==> src/rbm_pkg.sv <==
// ----------------------------------------------------------------------------
// Region boundary marker package
// Field widths, codes and the stage control struct shared by the interface, scan, edge and checker files.
// ----------------------------------------------------------------------------
package rbm_pkg;

    localparam int LABEL_W    = 24;
    localparam int PIX_X_W    = 11;
    localparam int PIX_Y_W    = 16;
    localparam int CFG_DATA_W = 16;
    localparam int CFG_IDX_W  = 1;

    localparam int FRAME_WIDTH_RESET           = 2048;
    localparam logic [15:0] FRAME_HEIGHT_RESET = 16'd1024;

    localparam logic MODE_LABEL = 1'b0;
    localparam logic MODE_DRAIN = 1'b1;

    localparam logic [CFG_IDX_W-1:0] REG_FRAME_WIDTH  = 1'b0;
    localparam logic [CFG_IDX_W-1:0] REG_FRAME_HEIGHT = 1'b1;

    typedef struct packed {
        logic emit;
        logic col_first;
        logic col_wrap;
        logic has_up;
        logic has_down;
        logic frame_last;
    } rbm_ctrl_t;

endpackage

==> src/rbm_if.sv <==
// ----------------------------------------------------------------------------
// Region boundary marker channels
// Valid/ready item channels for label input and boundary results.
// ----------------------------------------------------------------------------
interface rbm_in_if;
    import rbm_pkg::*;

    logic               valid;
    logic               ready;
    logic               mode;
    logic [LABEL_W-1:0] label;

    modport source (output valid, output mode, output label, input ready);
    modport sink   (input valid, input mode, input label, output ready);
endinterface


==> src/rbm_scan.sv <==
// ----------------------------------------------------------------------------
// Region boundary marker scan control
// Raster position, row slots, wrap labels, memory access and stage register.
// ----------------------------------------------------------------------------
module rbm_scan #(
    parameter int MAX_WIDTH  = 2048,
    parameter int LABEL_BITS = 24,
    localparam int CW = $clog2(MAX_WIDTH),
    localparam int AW = CW + 2
) (
    input  logic                            clk,
    input  logic                            rst_n,
    rbm_in_if.sink                          labels,
    input  logic                            cfg_we,
    input  logic [rbm_pkg::CFG_IDX_W-1:0]   cfg_index,
    input  logic [rbm_pkg::CFG_DATA_W-1:0]  cfg_data,
    input  logic                            out_free,
    output logic                            mem_we,
    output logic [AW-1:0]                   mem_waddr,
    output logic [LABEL_BITS-1:0]           mem_wdata,
    output logic                            mem_re,
    output logic [AW-1:0]                   mem_raddr_a,
    output logic [AW-1:0]                   mem_raddr_b,
    output rbm_pkg::rbm_ctrl_t              p1_ctrl,
    output logic [CW-1:0]                   p1_x,
    output logic [rbm_pkg::PIX_Y_W-1:0]     p1_y,
    output logic [LABEL_BITS-1:0]           p1_down,
    output logic [LABEL_BITS-1:0]           p1_first,
    output logic [LABEL_BITS-1:0]           p1_last
);
    import rbm_pkg::*;

    localparam int WV = (CW + 1 > 12) ? CW + 1 : 12;
    localparam int WIDTH_RESET =
        (FRAME_WIDTH_RESET > MAX_WIDTH) ? MAX_WIDTH : FRAME_WIDTH_RESET;

    logic [CW-1:0]      col_reg;
    logic [PIX_Y_W-1:0] row_reg;
    logic [CW-1:0]      drain_reg;
    logic               pending_reg;
    logic [CW-1:0]      wm1_reg;
    logic [PIX_Y_W-1:0] hm1_reg;
    logic [1:0]         cur_slot_reg;
    logic [1:0]         prev_slot_reg;
    logic [1:0]         prev2_slot_reg;

    logic [LABEL_BITS-1:0] cur_first_reg;
    logic [LABEL_BITS-1:0] prev_first_reg;
    logic [LABEL_BITS-1:0] prev_last_reg;

    rbm_ctrl_t             p1_ctrl_reg;
    rbm_ctrl_t             ctrl_next;
    logic [CW-1:0]         p1_x_reg;
    logic [PIX_Y_W-1:0]    p1_y_reg;
    logic [PIX_Y_W-1:0]    y_next;
    logic [LABEL_BITS-1:0] p1_down_reg;
    logic [LABEL_BITS-1:0] p1_first_reg;
    logic [LABEL_BITS-1:0] p1_last_reg;

    logic                  acc;
    logic                  is_label;
    logic                  emit_label;
    logic                  emit_drain;
    logic                  col_end;
    logic                  row_end;
    logic                  drain_end;
    logic [CW-1:0]         pos;
    logic                  pos_end;
    logic [LABEL_BITS-1:0] lab;
    logic [WV-1:0]         wv;
    logic [CW-1:0]         wm1_next;
    logic [PIX_Y_W-1:0]    hm1_next;

    assign labels.ready = !p1_ctrl_reg.emit || out_free;
    assign acc          = labels.valid && labels.ready;
    assign is_label     = labels.mode == MODE_LABEL;
    assign lab          = LABEL_BITS'(labels.label);
    assign col_end      = col_reg == wm1_reg;
    assign row_end      = row_reg == hm1_reg;
    assign drain_end    = drain_reg == wm1_reg;
    assign emit_label   = is_label && (row_reg != '0);
    assign emit_drain   = (labels.mode == MODE_DRAIN) && pending_reg;
    assign pos          = is_label ? col_reg : drain_reg;
    assign pos_end      = is_label ? col_end : drain_end;

    assign mem_we      = acc && is_label;
    assign mem_waddr   = {cur_slot_reg, col_reg};
    assign mem_wdata   = lab;
    assign mem_re      = acc && (emit_label || emit_drain);
    assign mem_raddr_a = {prev_slot_reg, CW'(pos + 1'b1)};
    assign mem_raddr_b = {prev2_slot_reg, pos};

    always_comb
    begin
        ctrl_next.emit       = emit_label || emit_drain;
        ctrl_next.col_first  = pos == '0;
        ctrl_next.col_wrap   = pos_end;
        ctrl_next.has_up     = is_label ? (row_reg > 16'd1) : (hm1_reg != '0);
        ctrl_next.has_down   = is_label;
        ctrl_next.frame_last = !is_label && drain_end;
        y_next               = is_label ? row_reg - 16'd1 : hm1_reg;
    end

    // clamp register writes to the legal range
    always_comb
    begin
        wv = WV'(cfg_data[11:0]);
        if (wv == '0)
        begin
            wm1_next = '0;
        end
        else if (wv > WV'(MAX_WIDTH))
        begin
            wm1_next = CW'(MAX_WIDTH - 1);
        end
        else
        begin
            wm1_next = CW'(wv - 1'b1);
        end
        hm1_next = (cfg_data == '0) ? '0 : cfg_data - 16'd1;
    end

    always_ff @(posedge clk or negedge rst_n)
    begin
        if (!rst_n)
        begin
            col_reg        <= '0;
            row_reg        <= '0;
            drain_reg      <= '0;
            pending_reg    <= 1'b0;
            wm1_reg        <= CW'(WIDTH_RESET - 1);
            hm1_reg        <= FRAME_HEIGHT_RESET - 16'd1;
            cur_slot_reg   <= 2'd0;
            prev_slot_reg  <= 2'd1;
            prev2_slot_reg <= 2'd2;
        end
        else if (cfg_we)
        begin
            case (cfg_index)
                REG_FRAME_WIDTH:  wm1_reg <= wm1_next;
                REG_FRAME_HEIGHT: hm1_reg <= hm1_next;
                default:          ;
            endcase
            col_reg     <= '0;
            row_reg     <= '0;
            drain_reg   <= '0;
            pending_reg <= 1'b0;
        end
        else if (acc)
        begin
            if (is_label)
            begin
                pending_reg <= 1'b0;
                if (col_end)
                begin
                    col_reg        <= '0;
                    cur_slot_reg   <= prev2_slot_reg;
                    prev_slot_reg  <= cur_slot_reg;
                    prev2_slot_reg <= prev_slot_reg;
                    if (row_end)
                    begin
                        row_reg     <= '0;
                        drain_reg   <= '0;
                        pending_reg <= 1'b1;
                    end
                    else
                    begin
                        row_reg <= row_reg + 16'd1;
                    end
                end
                else
                begin
                    col_reg <= col_reg + 1'b1;
                end
            end
            else if (pending_reg)
            begin
                if (drain_end)
                begin
                    drain_reg   <= '0;
                    pending_reg <= 1'b0;
                end
                else
                begin
                    drain_reg <= drain_reg + 1'b1;
                end
            end
        end
    end

    // wrap labels of the row being written and of the row above
    always_ff @(posedge clk)
    begin
        if (acc && is_label && !cfg_we)
        begin
            if (col_reg == '0)
            begin
                cur_first_reg <= lab;
            end
            if (col_end)
            begin
                prev_first_reg <= (col_reg == '0) ? lab : cur_first_reg;
                prev_last_reg  <= lab;
            end
        end
    end

    always_ff @(posedge clk or negedge rst_n)
    begin
        if (!rst_n)
        begin
            p1_ctrl_reg <= '0;
        end
        else if (acc)
        begin
            p1_ctrl_reg <= ctrl_next;
        end
        else if (out_free)
        begin
            p1_ctrl_reg.emit <= 1'b0;
        end
    end

    always_ff @(posedge clk)
    begin
        if (acc)
        begin
            p1_x_reg     <= pos;
            p1_y_reg     <= y_next;
            p1_down_reg  <= lab;
            p1_first_reg <= prev_first_reg;
            p1_last_reg  <= prev_last_reg;
        end
    end

    assign p1_ctrl  = p1_ctrl_reg;
    assign p1_x     = p1_x_reg;
    assign p1_y     = p1_y_reg;
    assign p1_down  = p1_down_reg;
    assign p1_first = p1_first_reg;
    assign p1_last  = p1_last_reg;

endmodule

==> src/flat_wrapper.sv <==
// flat-port wrapper written by rule: the top's interface ports become plain ports
module rbm_scan_flat import rbm_pkg::*;
#(
    parameter int MAX_WIDTH  = 2048,
    parameter int LABEL_BITS = 24,
    localparam int CW = $clog2(MAX_WIDTH),
    localparam int AW = CW + 2
)
  (clk, rst_n, cfg_we, cfg_index, cfg_data, out_free, mem_we, mem_waddr, mem_wdata, mem_re, mem_raddr_a, mem_raddr_b, p1_ctrl, p1_x, p1_y, p1_down, p1_first, p1_last, labels_valid, labels_mode, labels_label, labels_ready);
  rbm_in_if labels_i ();
  input  logic clk;
  input  logic rst_n;
  input  logic cfg_we;
  input  logic [rbm_pkg::CFG_IDX_W-1:0] cfg_index;
  input  logic [rbm_pkg::CFG_DATA_W-1:0] cfg_data;
  input  logic out_free;
  output logic mem_we;
  output logic [AW-1:0] mem_waddr;
  output logic [LABEL_BITS-1:0] mem_wdata;
  output logic mem_re;
  output logic [AW-1:0] mem_raddr_a;
  output logic [AW-1:0] mem_raddr_b;
  output rbm_pkg::rbm_ctrl_t p1_ctrl;
  output logic [CW-1:0] p1_x;
  output logic [rbm_pkg::PIX_Y_W-1:0] p1_y;
  output logic [LABEL_BITS-1:0] p1_down;
  output logic [LABEL_BITS-1:0] p1_first;
  output logic [LABEL_BITS-1:0] p1_last;
  input wire logic [$bits(labels_i.valid)-1:0] labels_valid;
  input wire logic [$bits(labels_i.mode)-1:0] labels_mode;
  input wire logic [$bits(labels_i.label)-1:0] labels_label;
  output wire logic [$bits(labels_i.ready)-1:0] labels_ready;
  assign labels_i.valid = labels_valid;
  assign labels_i.mode = labels_mode;
  assign labels_i.label = labels_label;
  assign labels_ready = labels_i.ready;
  rbm_scan #(.MAX_WIDTH(MAX_WIDTH), .LABEL_BITS(LABEL_BITS)) u_core (.clk(clk), .rst_n(rst_n), .labels(labels_i), .cfg_we(cfg_we), .cfg_index(cfg_index), .cfg_data(cfg_data), .out_free(out_free), .mem_we(mem_we), .mem_waddr(mem_waddr), .mem_wdata(mem_wdata), .mem_re(mem_re), .mem_raddr_a(mem_raddr_a), .mem_raddr_b(mem_raddr_b), .p1_ctrl(p1_ctrl), .p1_x(p1_x), .p1_y(p1_y), .p1_down(p1_down), .p1_first(p1_first), .p1_last(p1_last));
endmodule
==> config.mk <==
export PLATFORM = sky130hd
export DESIGN_NAME = rbm_scan_flat
export DESIGN_NICKNAME = d
export VERILOG_FILES = /design/src/rbm_pkg.sv /design/src/rbm_if.sv /design/src/rbm_scan.sv /design/src/flat_wrapper.sv
export SDC_FILE = /design/constraint.sdc
export NUM_CORES = 1
export LEC_CHECK = 0
export ABC_AREA = 1
export BUFFER_PORTS_ARGS = -buffer_cell sky130_fd_sc_hd__buf_2
export CAP_MARGIN = 0
export CORE_MARGIN = 3
export CORE_UTILIZATION = 40
export DETAILED_ROUTE_END_ITERATION = 8
export PLACE_DENSITY = 0.66
export SYNTH_ARGS = -nofsm -noshare
export SYNTH_HDL_FRONTEND = slang
export SYNTH_SLANG_ARGS = --single-unit
export TNS_END_PERCENT = 100
==> constraint.sdc <==
create_clock -name clk -period 5.45 [get_ports clk]
set_clock_uncertainty 0.15 [all_clocks]
set_input_delay 1.09 -clock clk [delete_from_list [all_inputs] [get_ports clk]]
set_output_delay 1.09 -clock clk [all_outputs]
set_load 0.05 [all_outputs]
======== Word level (Yosys, flattened, before mapping) ========
Index checks and enable logic that the tools add are counted.
Widths: inputs -> output; s select.
storage, ports and cells
  bits in registers ....................... 249
  latch bits .............................. 0
  bits in writable memories ............... 0
  ROM bits ................................ 0
  output and inout bits ................... 171
  word-level logic and storage cells ...... 102
  memories ................................ 0
cells by class
  $add $sub $neg .......................... 7
  multiply operators ...................... 0
  div/mod/pow operators ................... 0
  magnitude comparators ................... 2
  equal/unequal tests ..................... 5
  shift operators ......................... 0
  mux-type cells .......................... 33
  bitwise operators ....................... 3
  reduce and logical (&&, ||, !) cells .... 29
operators by type and width
  kind                   number
  $mux 11                14
  $mux 16                7
  $add 11x1->11 const B  3
  $reduce_bool 16->1     2
  $sub 16x1->16 const B  2
  $mux 24                1
  $eq 11x11->1           2
  $logic_not 11->1       2
  $add 16x1->16 const B  1
  $eq 16x16->1           1
  $gt 16x1->1 const B    1
  $logic_not 16->1       1
  $gt 12x12->1 const B   1
  $logic_not 12->1       1
  $mux 1                 11
  $sub 11x1->11 const B  1
  $reduce_and 2->1       4
  $reduce_and 4->1       2
  $logic_and 1x1->1      7
  $reduce_bool 2->1      3
  $reduce_bool 3->1      2
  $ne 3x2->1 const B     1
  $not 1->1              3
  $reduce_and 3->1       1
  3 further kinds        5

======== Logic depth before layout (Yosys ltp) ========
  word-level depth ........................ 6
  mapped depth ............................ 15

======== Worst setup path before layout ========
No wires, ideal clock.
  path kind ............................... input-to-output
  start ................................... in out_free
  end ..................................... out mem_re
  arrival time ............................ 4.464 ns
  data required time ...................... 4.210 ns
  setup slack ............................. -0.254 ns
  cell stages on the path ................. 6
  path buffers ............................ 0
  cells stage by stage .................... inv_1 > nand2_1 > nand2_1 > inv_1 > nand3_1 > inv_1
between the ends
  word-level cells in the longest chain between the ends .. 3
RTL lines
  element            line                RTL
  from (decl)        flat_wrapper.sv:16  input logic out_free;
  $logic_or 1x1->1   rbm_scan.sv:74      assign labels.ready = !p1_ctrl_reg.emit || out_free;
  net labels_ready   flat_wrapper.sv:32  output wire logic [$bits(labels_i.ready)-1:0] labels_ready;
  $logic_and 1x1->1  rbm_scan.sv:75      assign acc = labels.valid && labels.ready;
  net u_core.acc     rbm_scan.sv:60      logic acc;
  $logic_and 1x1->1  rbm_scan.sv:89      assign mem_re = acc && (emit_label || emit_drain);
  to (decl)          flat_wrapper.sv:20  output logic mem_re;
The timed path passes the listed nets, and every way through them passes these cells.

======== Worst setup path after layout ========
  start ................................... in labels_mode
  end ..................................... out mem_raddr_a[10]
between the ends
  word-level cells in the longest chain between the ends .. 2
RTL lines
  element        line                RTL
  from (decl)    flat_wrapper.sv:30  input wire logic [$bits(labels_i.mode)-1:0] labels_mode;
  $mux 11        rbm_scan.sv:83      assign pos = is_label ? col_reg : drain_reg;
  $add 11x1->11  rbm_scan.sv:90      assign mem_raddr_a = {prev_slot_reg, CW'(pos + 1'b1)};
  to (decl)      flat_wrapper.sv:21  output logic [AW-1:0] mem_raddr_a;
No other way between the ends.

==> metrics <==
vias between 8k and 9k; Post CTS Setup Buffer Count 0; Site Rows between 60 and 70; Mean Syn Cell Area approximately 10 sq um; Worst Hold Class reg -> reg; Tightest Pin Transition 1.12 ns; critical path class in -> out; HPWL after DPL around 21000 um; Setup crit start kind primary input; Distinct cells, synth 38; Tcrit/Tclk final around 80%; Netlist Area Pre-Place about 12000 sq um; reg2reg end u_core.prev_first_reg[5]; R2R depth 8; Mapped Cells around 1.2k; max-slew headroom at the worst pin between 20% and 30%; Setup WS post-layout approximately 1.1 ns; most frequent cells in the layout nand2_1, buf_2, edfxtp_1; Slew Viols, Final 0; Async SR Flop Fraction 31.3%; clock buffer depth 3; CP Capture Type primary output; Highest Clock Rate about 0.23 GHz; Via-to-Cell Ratio 4.87; largest net degree at the start of global routing 72; total die area about 31000 sq um; VDD IR-drop max ~240 uV; Yosys reg bits 249; Root Driver clkbuf_16; Routed WL around 28000 um; DR DRC count 0; number of synthesized flops with an enable pin 171; most common cell after layout, fill and taps aside nand2_1; layout cells sized above 1 between 20% and 30%; IO buf count approximately 220; Die H between 150 and 200 um; RePlAce Congestion 0.885; crit path time final 4.37 ns; Post-CTS Hold Buffers 0; setup tns final 0 ns; unrepaired setup endpoints after global routing false; Hold Fails Final Rpt 0; IO Pins between 200 and 250; WP data required roughly 4.2 ns; CP max FO 21; CTS Buf Count 27; Placement Setup Slack between 1 and 1.5 ns; initial antenna violation count 0; H-tree depth 1; Syn. warnings 0; CTS tree built; DR pass1 iterations 5; total core area approximately 28000 sq um; vias in the first global route about 8k; flop2flop setup slack around 2.2 ns; first-pass GRT wire length 43900 um; Total GRT Usage 17.6%; Top FF cell, synth edfxtp_1; Static Leak 5.98 nW; Worst EP arrival 3.13 ns; Resized Gates After CTS 0; WL/cell around 16 um; NumNets Final around 1.4k; CP Capture Point mem_raddr_a[10]; Inserted Diodes 0; pwr/cell area 342 nW/um^2; starting DRC count in detailed routing 642; Reg clk slew, reported paths around 0.06 ns; Initial Utilization between 40% and 50%; remaining antenna violation count after routing 0; # setup viols final 0; Syn Nets ~1.2k; GR Overflow Total 0; worst r2r src u_core.p1_ctrl[5]; Clock Latency Late Sink 0.55 ns; chip width around 180 um; number of clock sinks about 250; Worst Setup SP labels_mode; Max-Cap Viols 0; Seq/Total Area, Yosys between 60% and 70%; Syn-to-layout area delta 18.4%; status finished clean
layer usage:
| metal | global-route usage, % | vias to the layer above | routed length (um) |
|---|---|---|---|
| met3 | 3.14 | 41 | 1920 |
| met2 | 28.6 | 293 | 13000 |
| met5 | 0 | - | 0 |
| li1 | - | 4186 | - |
| met4 | 4.45 | 0 | 539 |
| met1 | 24.7 | 4015 | 12800 |
how the worst min path moves through the flow:
stage	from	end	slack [ns]	cells past startpoint
2_1_floorplan	u_core.prev_first_reg[0]	u_core.p1_first[0]	0.25	0
3_3_place_gp	u_core.prev_first_reg[13]	u_core.p1_first[13]	0.25	0
3_5_place_dp	u_core.prev_first_reg[11]	u_core.p1_first[11]	0.25	0
4_1_cts	u_core.prev_first_reg[2]	u_core.p1_first[2]	0.26	0
5_1_grt	u_core.prev_last_reg[7]	u_core.p1_last[7]	0.27	0
6_report	u_core.prev_first_reg[2]	u_core.p1_first[2]	0.26	0
synth_stat cells (3+ instances only):
cell type	number	area (sq um)
a31oi_1	4	25.0
nand2_1	283	1060
buf_4	31	233
edfxtp_1	171	5130
buf_2	17	85.1
o21ai_0	83	415
o22ai_1	17	106
dfrtp_1	55	1380
inv_2	19	71.3
clkbuf_1	9	33.8
nand2_2	7	43.8
o21ai_1	18	90.1
a21oi_1	7	35.0
nand4_1	19	119
or2_2	3	18.8
xnor2_1	30	263
nor4_1	4	25.0
inv_1	112	420
nor2_2	4	25.0
nor3_1	11	55.1
buf_6	3	33.8
nand3_1	50	250
xor2_1	38	333
ha_1	10	125
nor2_1	117	439
dfstp_2	23	604
cell families (layout without fill, tap and decap cells):
| group | Yosys count | in the layout | share of synthesized area, % |
|---|---|---|---|
| AND/OR/NAND/NOR | 504 | 504 | 18.1 |
| flip-flops | 249 | 249 | 61.5 |
| buffers and inverters | 193 | 404 | 7.66 |
| AO/OA/AOI/OAI | 138 | 138 | 6.43 |
| XOR/XNOR | 68 | 68 | 5.15 |
| adder cells (fa/ha/maj) | 10 | 10 | 1.08 |
area by class of cell:
type	instances	area, sq um
fill	2673	14500
tap	378	473
multi-input combinational	720	3560
clock inverter	19	225
inverter	131	495
clock buffer	31	691
sequential	249	7120
timing repair buffer	223	1130
power by group:
part / total, mW / switching [mW] / internal [mW]
Clock: 1.87 / 0.755 / 1.11
Combinational: 0.622 / 0.479 / 0.143
Sequential: 2.20 / 0.0546 / 2.15
Total: 4.69 / 1.29 / 3.40
critical path, stage by stage:
cell,delay (ns)
buf_2,0.30
nand2_1,0.09
o21ai_1,0.21
ha_1,0.25
nand2_1,0.07
nor2_1,0.17
nand2_1,0.11
nor2_1,0.18
nand3_1,0.12
xor2_1,0.23
buf_2,0.31
through the flow:
step	instances	hold slack, ns	power (mW)	area (sq um)	utilization, %
floorplan	1162	0.250	2.69	11600	-
global placement	1701	0.251	2.86	12800	45.4
detailed placement	1701	0.255	2.87	12800	45.4
CTS	1751	0.264	4.74	13700	48.6
global route	1751	0.272	4.86	13700	48.6
finish	1751	0.261	4.69	13700	48.6
Power figures use the tool's default switching activity.
