**config.mk**
```make
export PLATFORM = sky130hd
export DESIGN_NAME = rbm_edge_flat
export DESIGN_NICKNAME = d
export VERILOG_FILES = /design/src/rbm_pkg.sv /design/src/rbm_if.sv /design/src/rbm_edge.sv /design/src/flat_wrapper.sv
export SDC_FILE = /design/constraint.sdc
export NUM_CORES = 1
export LEC_CHECK = 0
export BUFFER_PORTS_ARGS = -buffer_cell sky130_fd_sc_hd__buf_2
export CAP_MARGIN = 0
export CELL_PAD_IN_SITES_DETAIL_PLACEMENT = 0
export CELL_PAD_IN_SITES_GLOBAL_PLACEMENT = 1
export CORE_ASPECT_RATIO = 0.75
export CORE_MARGIN = 2
export CORE_UTILIZATION = 30
export DETAILED_ROUTE_END_ITERATION = 6
export HOLD_SLACK_MARGIN = 0.08
export PLACE_DENSITY_LB_ADDON = 0.2
export SETUP_SLACK_MARGIN = 0.1
export SLEW_MARGIN = 20
export SYNTH_ARGS = -nofsm -noshare
export SYNTH_HDL_FRONTEND = slang
export SYNTH_SLANG_ARGS = --single-unit
```
**constraint.sdc**
```tcl
create_clock -name clk -period 2.5 [get_ports clk]
set_input_delay 0.125 -clock clk [delete_from_list [all_inputs] [get_ports clk]]
set_output_delay 0.125 -clock clk [all_outputs]
set_load 0.005 [all_outputs]
```
**src/rbm_pkg.sv**
```systemverilog
// ----------------------------------------------------------------------------
// Region boundary marker package
// Field widths, codes and the stage control struct shared by the interface, scan, edge and checker files.
// ----------------------------------------------------------------------------
package rbm_pkg;

    localparam int LABEL_W    = 24;
    localparam int PIX_X_W    = 11;
    localparam int PIX_Y_W    = 16;
    localparam int CFG_DATA_W = 16;
    localparam int CFG_IDX_W  = 1;

    localparam int FRAME_WIDTH_RESET           = 2048;
    localparam logic [15:0] FRAME_HEIGHT_RESET = 16'd1024;

    localparam logic MODE_LABEL = 1'b0;
    localparam logic MODE_DRAIN = 1'b1;

    localparam logic [CFG_IDX_W-1:0] REG_FRAME_WIDTH  = 1'b0;
    localparam logic [CFG_IDX_W-1:0] REG_FRAME_HEIGHT = 1'b1;

    typedef struct packed {
        logic emit;
        logic col_first;
        logic col_wrap;
        logic has_up;
        logic has_down;
        logic frame_last;
    } rbm_ctrl_t;

endpackage

```
**src/rbm_if.sv**
```systemverilog


interface rbm_out_if;
    import rbm_pkg::*;

    logic               valid;
    logic               ready;
    logic               outline;
    logic [PIX_X_W-1:0] pixel_x;
    logic [PIX_Y_W-1:0] pixel_y;
    logic               frame_last;

    modport source (output valid, output outline, output pixel_x, output pixel_y,
                    output frame_last, input ready);
    modport sink   (input valid, input outline, input pixel_x, input pixel_y,
                    input frame_last, output ready);
endinterface

```
**src/rbm_edge.sv**
```systemverilog
// ----------------------------------------------------------------------------
// Region boundary marker edge stage
// Neighbor window, label compare and the result output register.
// ----------------------------------------------------------------------------
module rbm_edge #(
    parameter int MAX_WIDTH  = 2048,
    parameter int LABEL_BITS = 24,
    localparam int CW = $clog2(MAX_WIDTH)
) (
    input  logic                        clk,
    input  logic                        rst_n,
    input  rbm_pkg::rbm_ctrl_t          p1_ctrl,
    input  logic [CW-1:0]               p1_x,
    input  logic [rbm_pkg::PIX_Y_W-1:0] p1_y,
    input  logic [LABEL_BITS-1:0]       p1_down,
    input  logic [LABEL_BITS-1:0]       p1_first,
    input  logic [LABEL_BITS-1:0]       p1_last,
    input  logic [LABEL_BITS-1:0]       rdata_a,
    input  logic [LABEL_BITS-1:0]       rdata_b,
    output logic                        out_free,
    rbm_out_if.source                   results
);
    import rbm_pkg::*;

    logic [LABEL_BITS-1:0] win_me_reg;
    logic [LABEL_BITS-1:0] win_left_reg;
    logic [LABEL_BITS-1:0] me;
    logic [LABEL_BITS-1:0] left;
    logic [LABEL_BITS-1:0] right;
    logic                  fire;
    logic                  outline_next;

    logic               out_valid_reg;
    logic               out_outline_reg;
    logic [PIX_X_W-1:0] out_x_reg;
    logic [PIX_Y_W-1:0] out_y_reg;
    logic               out_last_reg;

    assign out_free = !out_valid_reg || results.ready;
    assign fire     = p1_ctrl.emit && out_free;

    always_comb
    begin
        me    = p1_ctrl.col_first ? p1_first : win_me_reg;
        left  = p1_ctrl.col_first ? p1_last : win_left_reg;
        right = p1_ctrl.col_wrap ? p1_first : rdata_a;
        outline_next = (left != me) || (right != me)
                    || (p1_ctrl.has_up && (rdata_b != me))
                    || (p1_ctrl.has_down && (p1_down != me));
    end

    // advance the window by one column
    always_ff @(posedge clk)
    begin
        if (fire)
        begin
            win_left_reg    <= me;
            win_me_reg      <= right;
            out_outline_reg <= outline_next;
            out_x_reg       <= PIX_X_W'(p1_x);
            out_y_reg       <= p1_y;
            out_last_reg    <= p1_ctrl.frame_last;
        end
    end

    always_ff @(posedge clk or negedge rst_n)
    begin
        if (!rst_n)
        begin
            out_valid_reg <= 1'b0;
        end
        else if (fire)
        begin
            out_valid_reg <= 1'b1;
        end
        else if (results.ready)
        begin
            out_valid_reg <= 1'b0;
        end
    end

    assign results.valid      = out_valid_reg;
    assign results.outline    = out_outline_reg;
    assign results.pixel_x    = out_x_reg;
    assign results.pixel_y    = out_y_reg;
    assign results.frame_last = out_last_reg;

endmodule

```
**src/flat_wrapper.sv**
```systemverilog
// flat-port wrapper written by rule: the top's interface ports become plain ports
module rbm_edge_flat import rbm_pkg::*;
#(
    parameter int MAX_WIDTH  = 2048,
    parameter int LABEL_BITS = 24,
    localparam int CW = $clog2(MAX_WIDTH)
)
  (clk, rst_n, p1_ctrl, p1_x, p1_y, p1_down, p1_first, p1_last, rdata_a, rdata_b, out_free, results_valid, results_outline, results_pixel_x, results_pixel_y, results_frame_last, results_ready);
  rbm_out_if results_i ();
  input  logic clk;
  input  logic rst_n;
  input  rbm_pkg::rbm_ctrl_t p1_ctrl;
  input  logic [CW-1:0] p1_x;
  input  logic [rbm_pkg::PIX_Y_W-1:0] p1_y;
  input  logic [LABEL_BITS-1:0] p1_down;
  input  logic [LABEL_BITS-1:0] p1_first;
  input  logic [LABEL_BITS-1:0] p1_last;
  input  logic [LABEL_BITS-1:0] rdata_a;
  input  logic [LABEL_BITS-1:0] rdata_b;
  output logic out_free;
  output wire logic [$bits(results_i.valid)-1:0] results_valid;
  output wire logic [$bits(results_i.outline)-1:0] results_outline;
  output wire logic [$bits(results_i.pixel_x)-1:0] results_pixel_x;
  output wire logic [$bits(results_i.pixel_y)-1:0] results_pixel_y;
  output wire logic [$bits(results_i.frame_last)-1:0] results_frame_last;
  input wire logic [$bits(results_i.ready)-1:0] results_ready;
  assign results_valid = results_i.valid;
  assign results_outline = results_i.outline;
  assign results_pixel_x = results_i.pixel_x;
  assign results_pixel_y = results_i.pixel_y;
  assign results_frame_last = results_i.frame_last;
  assign results_i.ready = results_ready;
  rbm_edge #(.MAX_WIDTH(MAX_WIDTH), .LABEL_BITS(LABEL_BITS)) u_core (.clk(clk), .rst_n(rst_n), .p1_ctrl(p1_ctrl), .p1_x(p1_x), .p1_y(p1_y), .p1_down(p1_down), .p1_first(p1_first), .p1_last(p1_last), .rdata_a(rdata_a), .rdata_b(rdata_b), .out_free(out_free), .results(results_i));
endmodule
```
; After elaboration in Yosys (flattened, before gate mapping)
; Index checks and enable logic that the tools add are counted.
[totals]
ff_bits = 78
in_bits = 156
output_inout_bits = 31
elab_cells = 25
[classes]
eq_ne = 4
n_mux = 5
reduce_logical = 9
[op_table]
columns = op, n
row1 = $ne 24x24->1, 4
row2 = $mux 24, 3
row3 = $logic_or 1x1->1, 4
row4 = $logic_and 1x1->1, 3
row5 = $mux 1, 2
row6 = $reduce_bool 2->1, 1
row7 = $logic_not 1->1, 1

; Depth between registers and ports, before layout
; Gate-level depths: netlist of run 1.
[depth]
ltp_word = 5
mapped_depth = 9
mapped_depth_nobuf = 7

; Least setup slack after synthesis of run 1
; No wires, ideal clock.
[synth_timing]
path_type = register -> register
start = register u_core.out_valid_reg (netlist: u_core.results.valid)
end = register u_core.out_last_reg (netlist: u_core.results.frame_last), enable pin
setup_ns = 0.444
arrival_ns = 2.321
t_required_ns = 2.056
slack_ns = -0.265
stages_incl_launch_ff = 3
n_path_buf = 0
synth_period_minus_slack_ns = 2.765
path_cell_list = dfrtp_1 -> nand2b_1 -> and2_1
[synth_between]
elab_chain_len = 3
[synth_lines]
columns = element, line_no
row1 = start: declaration, rbm_edge.sv:33  ; logic out_valid_reg;
row2 = start signal: assignment, rbm_edge.sv:70  ; out_valid_reg <= 1'b0;
row3 = start signal: assignment, rbm_edge.sv:74  ; out_valid_reg <= 1'b1;
row4 = start signal: assignment, rbm_edge.sv:78  ; out_valid_reg <= 1'b0;
row5 = $logic_not 1->1, rbm_edge.sv:39  ; assign out_free = !out_valid_reg || results.ready;
row6 = $logic_or 1x1->1, rbm_edge.sv:39
row7 = net out_free, flat_wrapper.sv:20  ; output logic out_free;
row8 = $logic_and 1x1->1, rbm_edge.sv:40  ; assign fire = p1_ctrl.emit && out_free;
row9 = net u_core.fire, rbm_edge.sv:30  ; logic fire;
row10 = end signal: assignment, rbm_edge.sv:62  ; out_last_reg <= p1_ctrl.frame_last;
row11 = end: declaration, rbm_edge.sv:37  ; logic out_last_reg;
; The timed path passes the listed nets, and every way through them passes these cells.
; A chain may end at the register's enable or synchronous reset.

; Worst setup path in the final report of run 1
[layout_timing]
start = register u_core.win_me_reg[19]
end = register u_core.out_outline_reg (netlist: u_core.results.outline), data pin
[layout_between]
elab_chain_len = 5
word_cells_on_any_way = 10
cone_classes = eq/ne (4) / mux (1) / reduce/logical (5)
[layout_lines]
columns = element, line_no
row1 = start: declaration, rbm_edge.sv:25  ; logic [LABEL_BITS-1:0] win_me_reg;
row2 = start signal: assignment, rbm_edge.sv:58  ; win_me_reg <= right;
row3 = $mux 24 (*), rbm_edge.sv:44  ; me = p1_ctrl.col_first ? p1_first : win_me_reg;
row4 = net u_core.me[19], rbm_edge.sv:27  ; logic [LABEL_BITS-1:0] me;
row5 = $ne 24x24->1 (on tied branches), "rbm_edge.sv:47, rbm_edge.sv:48"
row6 = $logic_or 1x1->1 / $logic_and 1x1->1 (equally long branches), "rbm_edge.sv:47, rbm_edge.sv:48"
row7 = $logic_or 1x1->1, rbm_edge.sv:48  ; || (p1_ctrl.has_up && (rdata_b != me))
row8 = $logic_or 1x1->1 (*), rbm_edge.sv:49  ; || (p1_ctrl.has_down && (p1_down != me));
row9 = net u_core.outline_next, rbm_edge.sv:31  ; logic outline_next;
row10 = end signal: assignment, rbm_edge.sv:59  ; out_outline_reg <= outline_next;
row11 = end: declaration, rbm_edge.sv:34  ; logic out_outline_reg;
; Mark *: on every way through the listed nets, which the timed path passes. The rest lies on a longest branch.

==> results of run 1 <==
cell families (layout without fill, tap and decap cells):
group / Yosys count / count (layout) / synth area share (%)
AOI/OAI and AO/OA: 5 / 5 / 0.7995
xor gates and xnor gates: 86 / 86 / 16.60
buffers and inverters: 30 / 273 / 3.970
DFF: 78 / 78 / 51.50
muxes: 73 / 73 / 21.59
other: 0 / 1 / 0
and+or+nand+nor: 44 / 44 / 5.542
per-layer routing:
layer	part of all wire, %	track usage (%)	vias to the layer above	wire length (um)
met5	0	0	-	0
met4	0.65	4.078	0	84
met3	6.6	4.174	6	853
met2	49	26.48	115	6351
met1	44	21.16	1547	5626
li1	-	-	1629	-
cell usage in the layout, fill, tap and decap left out, types with 3 or more instances in the layout:
cell / count
mux2i_2: 5
nand3_1: 3
xor2_1: 33
dlygate4sd3_1: 30
xnor2_1: 53
buf_4: 16
mux2_2: 26
edfxtp_1: 77
buf_2: 185
nor4_1: 16
inv_1: 20
clkbuf_16: 9
mux2i_1: 24
nand4_1: 8
mux2i_4: 16
buf_12: 4
nor2_1: 6
critical path: cells and delay by family, from the launching register on:
| family | cells | cell delay, ps |
|---|---|---|
| flops | 1 | 360 |
| mux | 1 | 320 |
| simple gates | 5 | 1180 |
area by class of cell:
| class | instances | area [um^2] |
|---|---|---|
| clock inverter | 7 | 88.84 |
| inverter | 22 | 82.58 |
| fill | 1450 | 8187 |
| tap | 200 | 250.2 |
| multi-input combinational | 208 | 2044 |
| timing repair buffer | 235 | 1426 |
| antenna | 1 | 2.502 |
| sequential | 78 | 2337 |
| clock buffer | 9 | 225.2 |
worst paths after layout:
path / start / end / slack, ps
worst max register to register: u_core.win_me_reg[19] / u_core.results.outline / 370
min in group clk: results_ready / u_core.results.valid / 100
worst max-delay path: u_core.win_me_reg[19] / u_core.results.outline / 370
max in group asynchronous: rst_n / u_core.results.valid / 2310
worst min-delay path: rst_n / u_core.results.valid / 100
worst min register to register: u_core.results.valid / u_core.results.valid / 540
report_power, final:
| part | switching (mW) | total (mW) | internal [mW] |
|---|---|---|---|
| Sequential | 0.0267 | 1.57 | 1.54 |
| Combinational | 0.368 | 0.769 | 0.401 |
| Clock | 0.533 | 1.40 | 0.867 |
| Total | 0.928 | 3.74 | 2.81 |
repair_timing:
action | 4_1_cts | 5_1_grt
hold buffers | 30 | 0
endpoints found under the hold margin | 30 | 0
gates resized for setup | 0 | 3
endpoints found under the setup margin | 0 | 1
metrics by stage:
| step | setup TNS (ps) | setup slack (ps) |
|---|---|---|
| floorplan | 0 | 523.1 |
| global route | 0 | 181.7 |
| finish | 0 | 366.0 |
| global placement | -32.02 | -32.02 |
| detailed placement | -16.94 | -16.94 |
| CTS | 0 | 181.4 |
==> metrics.txt, run 1 <==
status finished clean; first-pass GRT wire length around 20 mm; Worst Tran Pin Value ~560 ps; total core area 14640 um^2; synth-to-layout area growth 42.29%; CTS H-tree depth 3; placed cells 713; vias 3297; sequential area share after synthesis around half; Max clock buf depth 2; CTS buffer count 9; Rel. slew slack 62.51%; final setup vio count 0; GR Overflow Total 0; gr usage total 16.09%; hold_ws 99.88 ps; WP data required 2570 ps; Final Hold Viols 0; type of the worst min-delay path in -> async; total power 3.736 mW; Pins Over Slew Limit 0; most frequent cell after synthesis edfxtp_1; cell taking the most area after synthesis edfxtp_1; Top FF cell, synth edfxtp_1; Worst path max stage delay 530 ps; largest net degree at the start of global routing 40; DR iter-0 viols 105; Initial DRT Pass Iterations 4; antenna violations before repair 1; CP Cell Sequence mux2_2 > nor3_1 > nor2b_1 > or4_1 > nor4_1 > nand3_1; clock sinks 78; Synth Cell Area 4538 um^2; clock latency on the worst-skew pair 340 ps; fin util 44.10%; clock skew 8.771 ps; CP Max Fanout 5; final worst path period need 2134 ps; Post-Layout Cell Count 760; R2R depth 6; share of the synthesized area in the top cell type between 50% and 60%; RSZ-0062 raised after global routing no; Tcrit/Tclk final 85.36%; Nets 710; post-synthesis area per instance about 14 um^2; CTS tree yes; Die Width 146.0 um; post-CTS setup buffers 0; routability cong. about 0.8; hpwl dp a little over 10 mm; WP data arrival 2210 ps; flops & latches, synth a little under 80; FFs w/ async S/R, synth 1.282%; DR vias/cell 4.338; Synth Warn # 0; Mapped Cells around 320; design area around 6500 um^2; number of enable flip-flop cells after synthesis 77; IO buf count roughly 190; DRC viols 0; FP Rows 38; commonest cells in the netlist 77 x edfxtp_1, 53 x xnor2_1, 33 x xor2_1; Syn Nets 472; vias in the first global route roughly 3600; max cap viols 0; starting density of the core 30.99%; CP Class reg -> reg; Pwr Density 578.5 nW/um^2; share of cells above drive strength 1 48.84%; clock-pin transition on the worst setup and hold timing paths approximately 60 ps; I/O pin cnt 187; Worst setup EP type flip-flop; Distinct cells, synth 28; Worst setup SP type flip-flop; VDD IR max ~300 uV; Routed WL 12.92 mm; clock root cell clkbuf_16; full die area 16140 um^2; dpl cell area between 5000 and 6000 um^2; Final ANT Viol Nets 0; die height roughly 110 um; CP max-delay cell or4_1; top cells by area, synth edfxtp_1 51%, xnor2_1 10%, mux2i_4 7.4%, mux2_2 6.5%, xor2_1 6.4%; Fmax 0.4686 GHz; routed len/inst 16.99 um; Leakage 2.637 nW
Note: power is estimated with default switching activity, not from simulation.
==> run 2: changes to the inputs <==
--- a/config.mk
+++ b/config.mk
@@ -5,16 +5,18 @@
 export SDC_FILE = /design/constraint.sdc
 export NUM_CORES = 1
 export LEC_CHECK = 0
+export ABC_CLOCK_PERIOD_IN_PS = 2500
 export BUFFER_PORTS_ARGS = -buffer_cell sky130_fd_sc_hd__buf_2
 export CAP_MARGIN = 0
 export CELL_PAD_IN_SITES_DETAIL_PLACEMENT = 0
 export CELL_PAD_IN_SITES_GLOBAL_PLACEMENT = 1
 export CORE_ASPECT_RATIO = 0.75
 export CORE_MARGIN = 2
-export CORE_UTILIZATION = 30
+export CORE_UTILIZATION = 34
 export DETAILED_ROUTE_END_ITERATION = 6
 export HOLD_SLACK_MARGIN = 0.08
 export PLACE_DENSITY_LB_ADDON = 0.2
+export REMOVE_ABC_BUFFERS = 1
 export SETUP_SLACK_MARGIN = 0.1
 export SLEW_MARGIN = 20
 export SYNTH_ARGS = -nofsm -noshare
==> metrics.txt, run 2 (synthesized netlist as in run 1, its figures left out) <==
R2R depth 6 (unchanged); CTS tree yes (unchanged); CTS H-tree depth 3 (unchanged); CP max-delay cell or4_1 (unchanged); RSZ-0062 raised after global routing no (unchanged); DR vias/cell 4.523 (was 4.338); GR Overflow Total 0 (unchanged); routed len/inst 17.54 um (was 16.99 um); type of the worst min-delay path in -> async (unchanged); VDD IR max 304.0 uV (was 298.5 uV); DR iter-0 viols 157 (was 105); crit path capture u_core.results.outline (unchanged); Pwr Density 547.3 nW/um^2 (was 578.5 nW/um^2); DRC viols 0 (unchanged); clock skew 6.212 ps (was 8.771 ps); placed cells 688 (was 713); Fill cells 1205 (was 1450); Final ANT Viol Nets 0 (unchanged); WP data required 2570 ps (about the same); share of cells above drive strength 1 48.93% (was 48.84%); Nets 714 (was 710); Post-Layout Cell Count 733 (was 760); first-pass GRT wire length 19.51 mm (was 19.62 mm); Routed WL 12.86 mm (was 12.92 mm); vias in the first global route 3600 (was 3610); I/O pin cnt 187 (unchanged); total core area 13020 um^2 (was 14640 um^2); die height 104.1 um (was 110.5 um); most common cell after layout, fill and taps aside buf_2 (unchanged); routability cong. 0.8334 (was 0.7945); Post-Route Setup TNS 0 ps (unchanged); Leakage 2.641 nW (was 2.637 nW); gr usage total 18.45% (was 16.09%); IO buf count 186 (unchanged); Pins Over Slew Limit 0 (unchanged); CP Cell Sequence mux2_2 > nor3_1 > nor2b_1 > or4_1 > nor4_2 > nand3_1 (was mux2_2 > nor3_1 > nor2b_1 > or4_1 > nor4_1 > nand3_1); clock sinks 78 (unchanged); Initial DRT Pass Iterations 4 (unchanged); FP Rows 36 (was 38); clock root cell clkbuf_16 (unchanged); vias 3315 (was 3297); synth-to-layout area growth 41.49% (was 42.29%); Worst Setup SP u_core.win_me_reg[19] (unchanged); total power 3.514 mW (was 3.736 mW); Worst R2R Setup Slack 320 ps (was 370 ps); Worst setup SP type flip-flop (unchanged); Reg2Reg Capture Point u_core.results.outline (unchanged); Tcrit/Tclk final 87.06% (was 85.36%); n_diodes 0 (was 1); Fmax 0.4594 GHz (was 0.4686 GHz); CTS buffer count 9 (unchanged); Rel. slew slack 66.70% (was 62.51%); largest net degree at the start of global routing 28 (was 40); starting density of the core 34.86% (was 30.99%); Worst setup EP type flip-flop (unchanged); fin util 49.33% (was 44.10%); antenna violations before repair 0 (was 1); final setup vio count 0 (unchanged); most frequent cells in the layout 185 x buf_2, 77 x edfxtp_1, 53 x xnor2_1 (unchanged); Die Width 137.4 um (was 146.0 um); hold_ws 94.17 ps (was 99.88 ps); Worst path max stage delay 560 ps (was 530 ps); full die area 14300 um^2 (was 16140 um^2); max cap viols 0 (unchanged); Worst Tran Pin Value 485.5 ps (was 562.4 ps); final worst path period need 2177 ps (was 2134 ps); CP Max Fanout 5 (unchanged); status finished clean (unchanged); Max clock buf depth 2 (unchanged); worst r2r src u_core.win_me_reg[19] (unchanged); clock latency on the worst-skew pair 330 ps (was 340 ps); CP Class reg -> reg (unchanged); Final Hold Viols 0 (unchanged); clock-pin transition on the worst setup and hold timing paths 60 ps (about the same); hpwl dp 10.20 mm (was 10.09 mm); WP data arrival 2250 ps (was 2210 ps)
## run 2: what timing repair did
| action | CTS | global route |
|---|---|---|
| endpoints found under the setup margin | 0 | 1 |
| setup buffers | 0 | 0 |
| resized for setup | 0 | 2 |
| hold endpoints to repair | 30 | 0 |
| hold buffers | 30 | 0 |
## run 2: layout make-up
cell class	count	area [um^2]	share of cell area, %
flip-flops and latches	78	2337	36.40
clock inverters	4	25.02	0.3897
multi-input cells	208	2036	31.70
repair buffers	239	1494	23.27
clock buffers	11	232.7	3.624
inverters	22	82.58	1.286
well taps	171	214.0	3.332
## run 2: stage by stage
step | setup WS (ps) | instance area, um^2
5_1_grt | 170.9 | 6421
3_3_place_gp | 75.24 | 5851
4_1_cts | 317.9 | 6409
3_5_place_dp | 96.89 | 5851
6_report | 323.4 | 6421
2_1_floorplan | -265.1 | 4441
## run 2: metal layers
metal	track usage (%)	wire length (um)	vias to the layer above
li1	-	-	1633
met1	27.60	6308	1561
met2	27.40	5671	109
met3	3.655	747	12
met4	4.197	132	0
met5	0	0	-
## run 2: worst min path at each step
stage | end | slack (ps) | depth (start not counted)
floorplan | u_core.results.valid | -170 | 0
global placement | u_core.results.valid | -100 | 1
detailed placement | u_core.results.valid | -90 | 1
CTS | u_core.results.valid | 90 | 2
global route | u_core.results.valid | 90 | 2
finish | u_core.results.valid | 90 | 2
## run 2: power by group
part           leakage (nW)  switching, mW  internal (mW)
registers             0.742         0.0269           1.54
clock network         0.121          0.499          0.663
logic                  1.78          0.378          0.408
## run 2: worst max-delay path: cells and delay by family, from the launching register on
kind	cells	cell delay (ps)
mux	1	320
simple gates	5	1230
flops	1	360
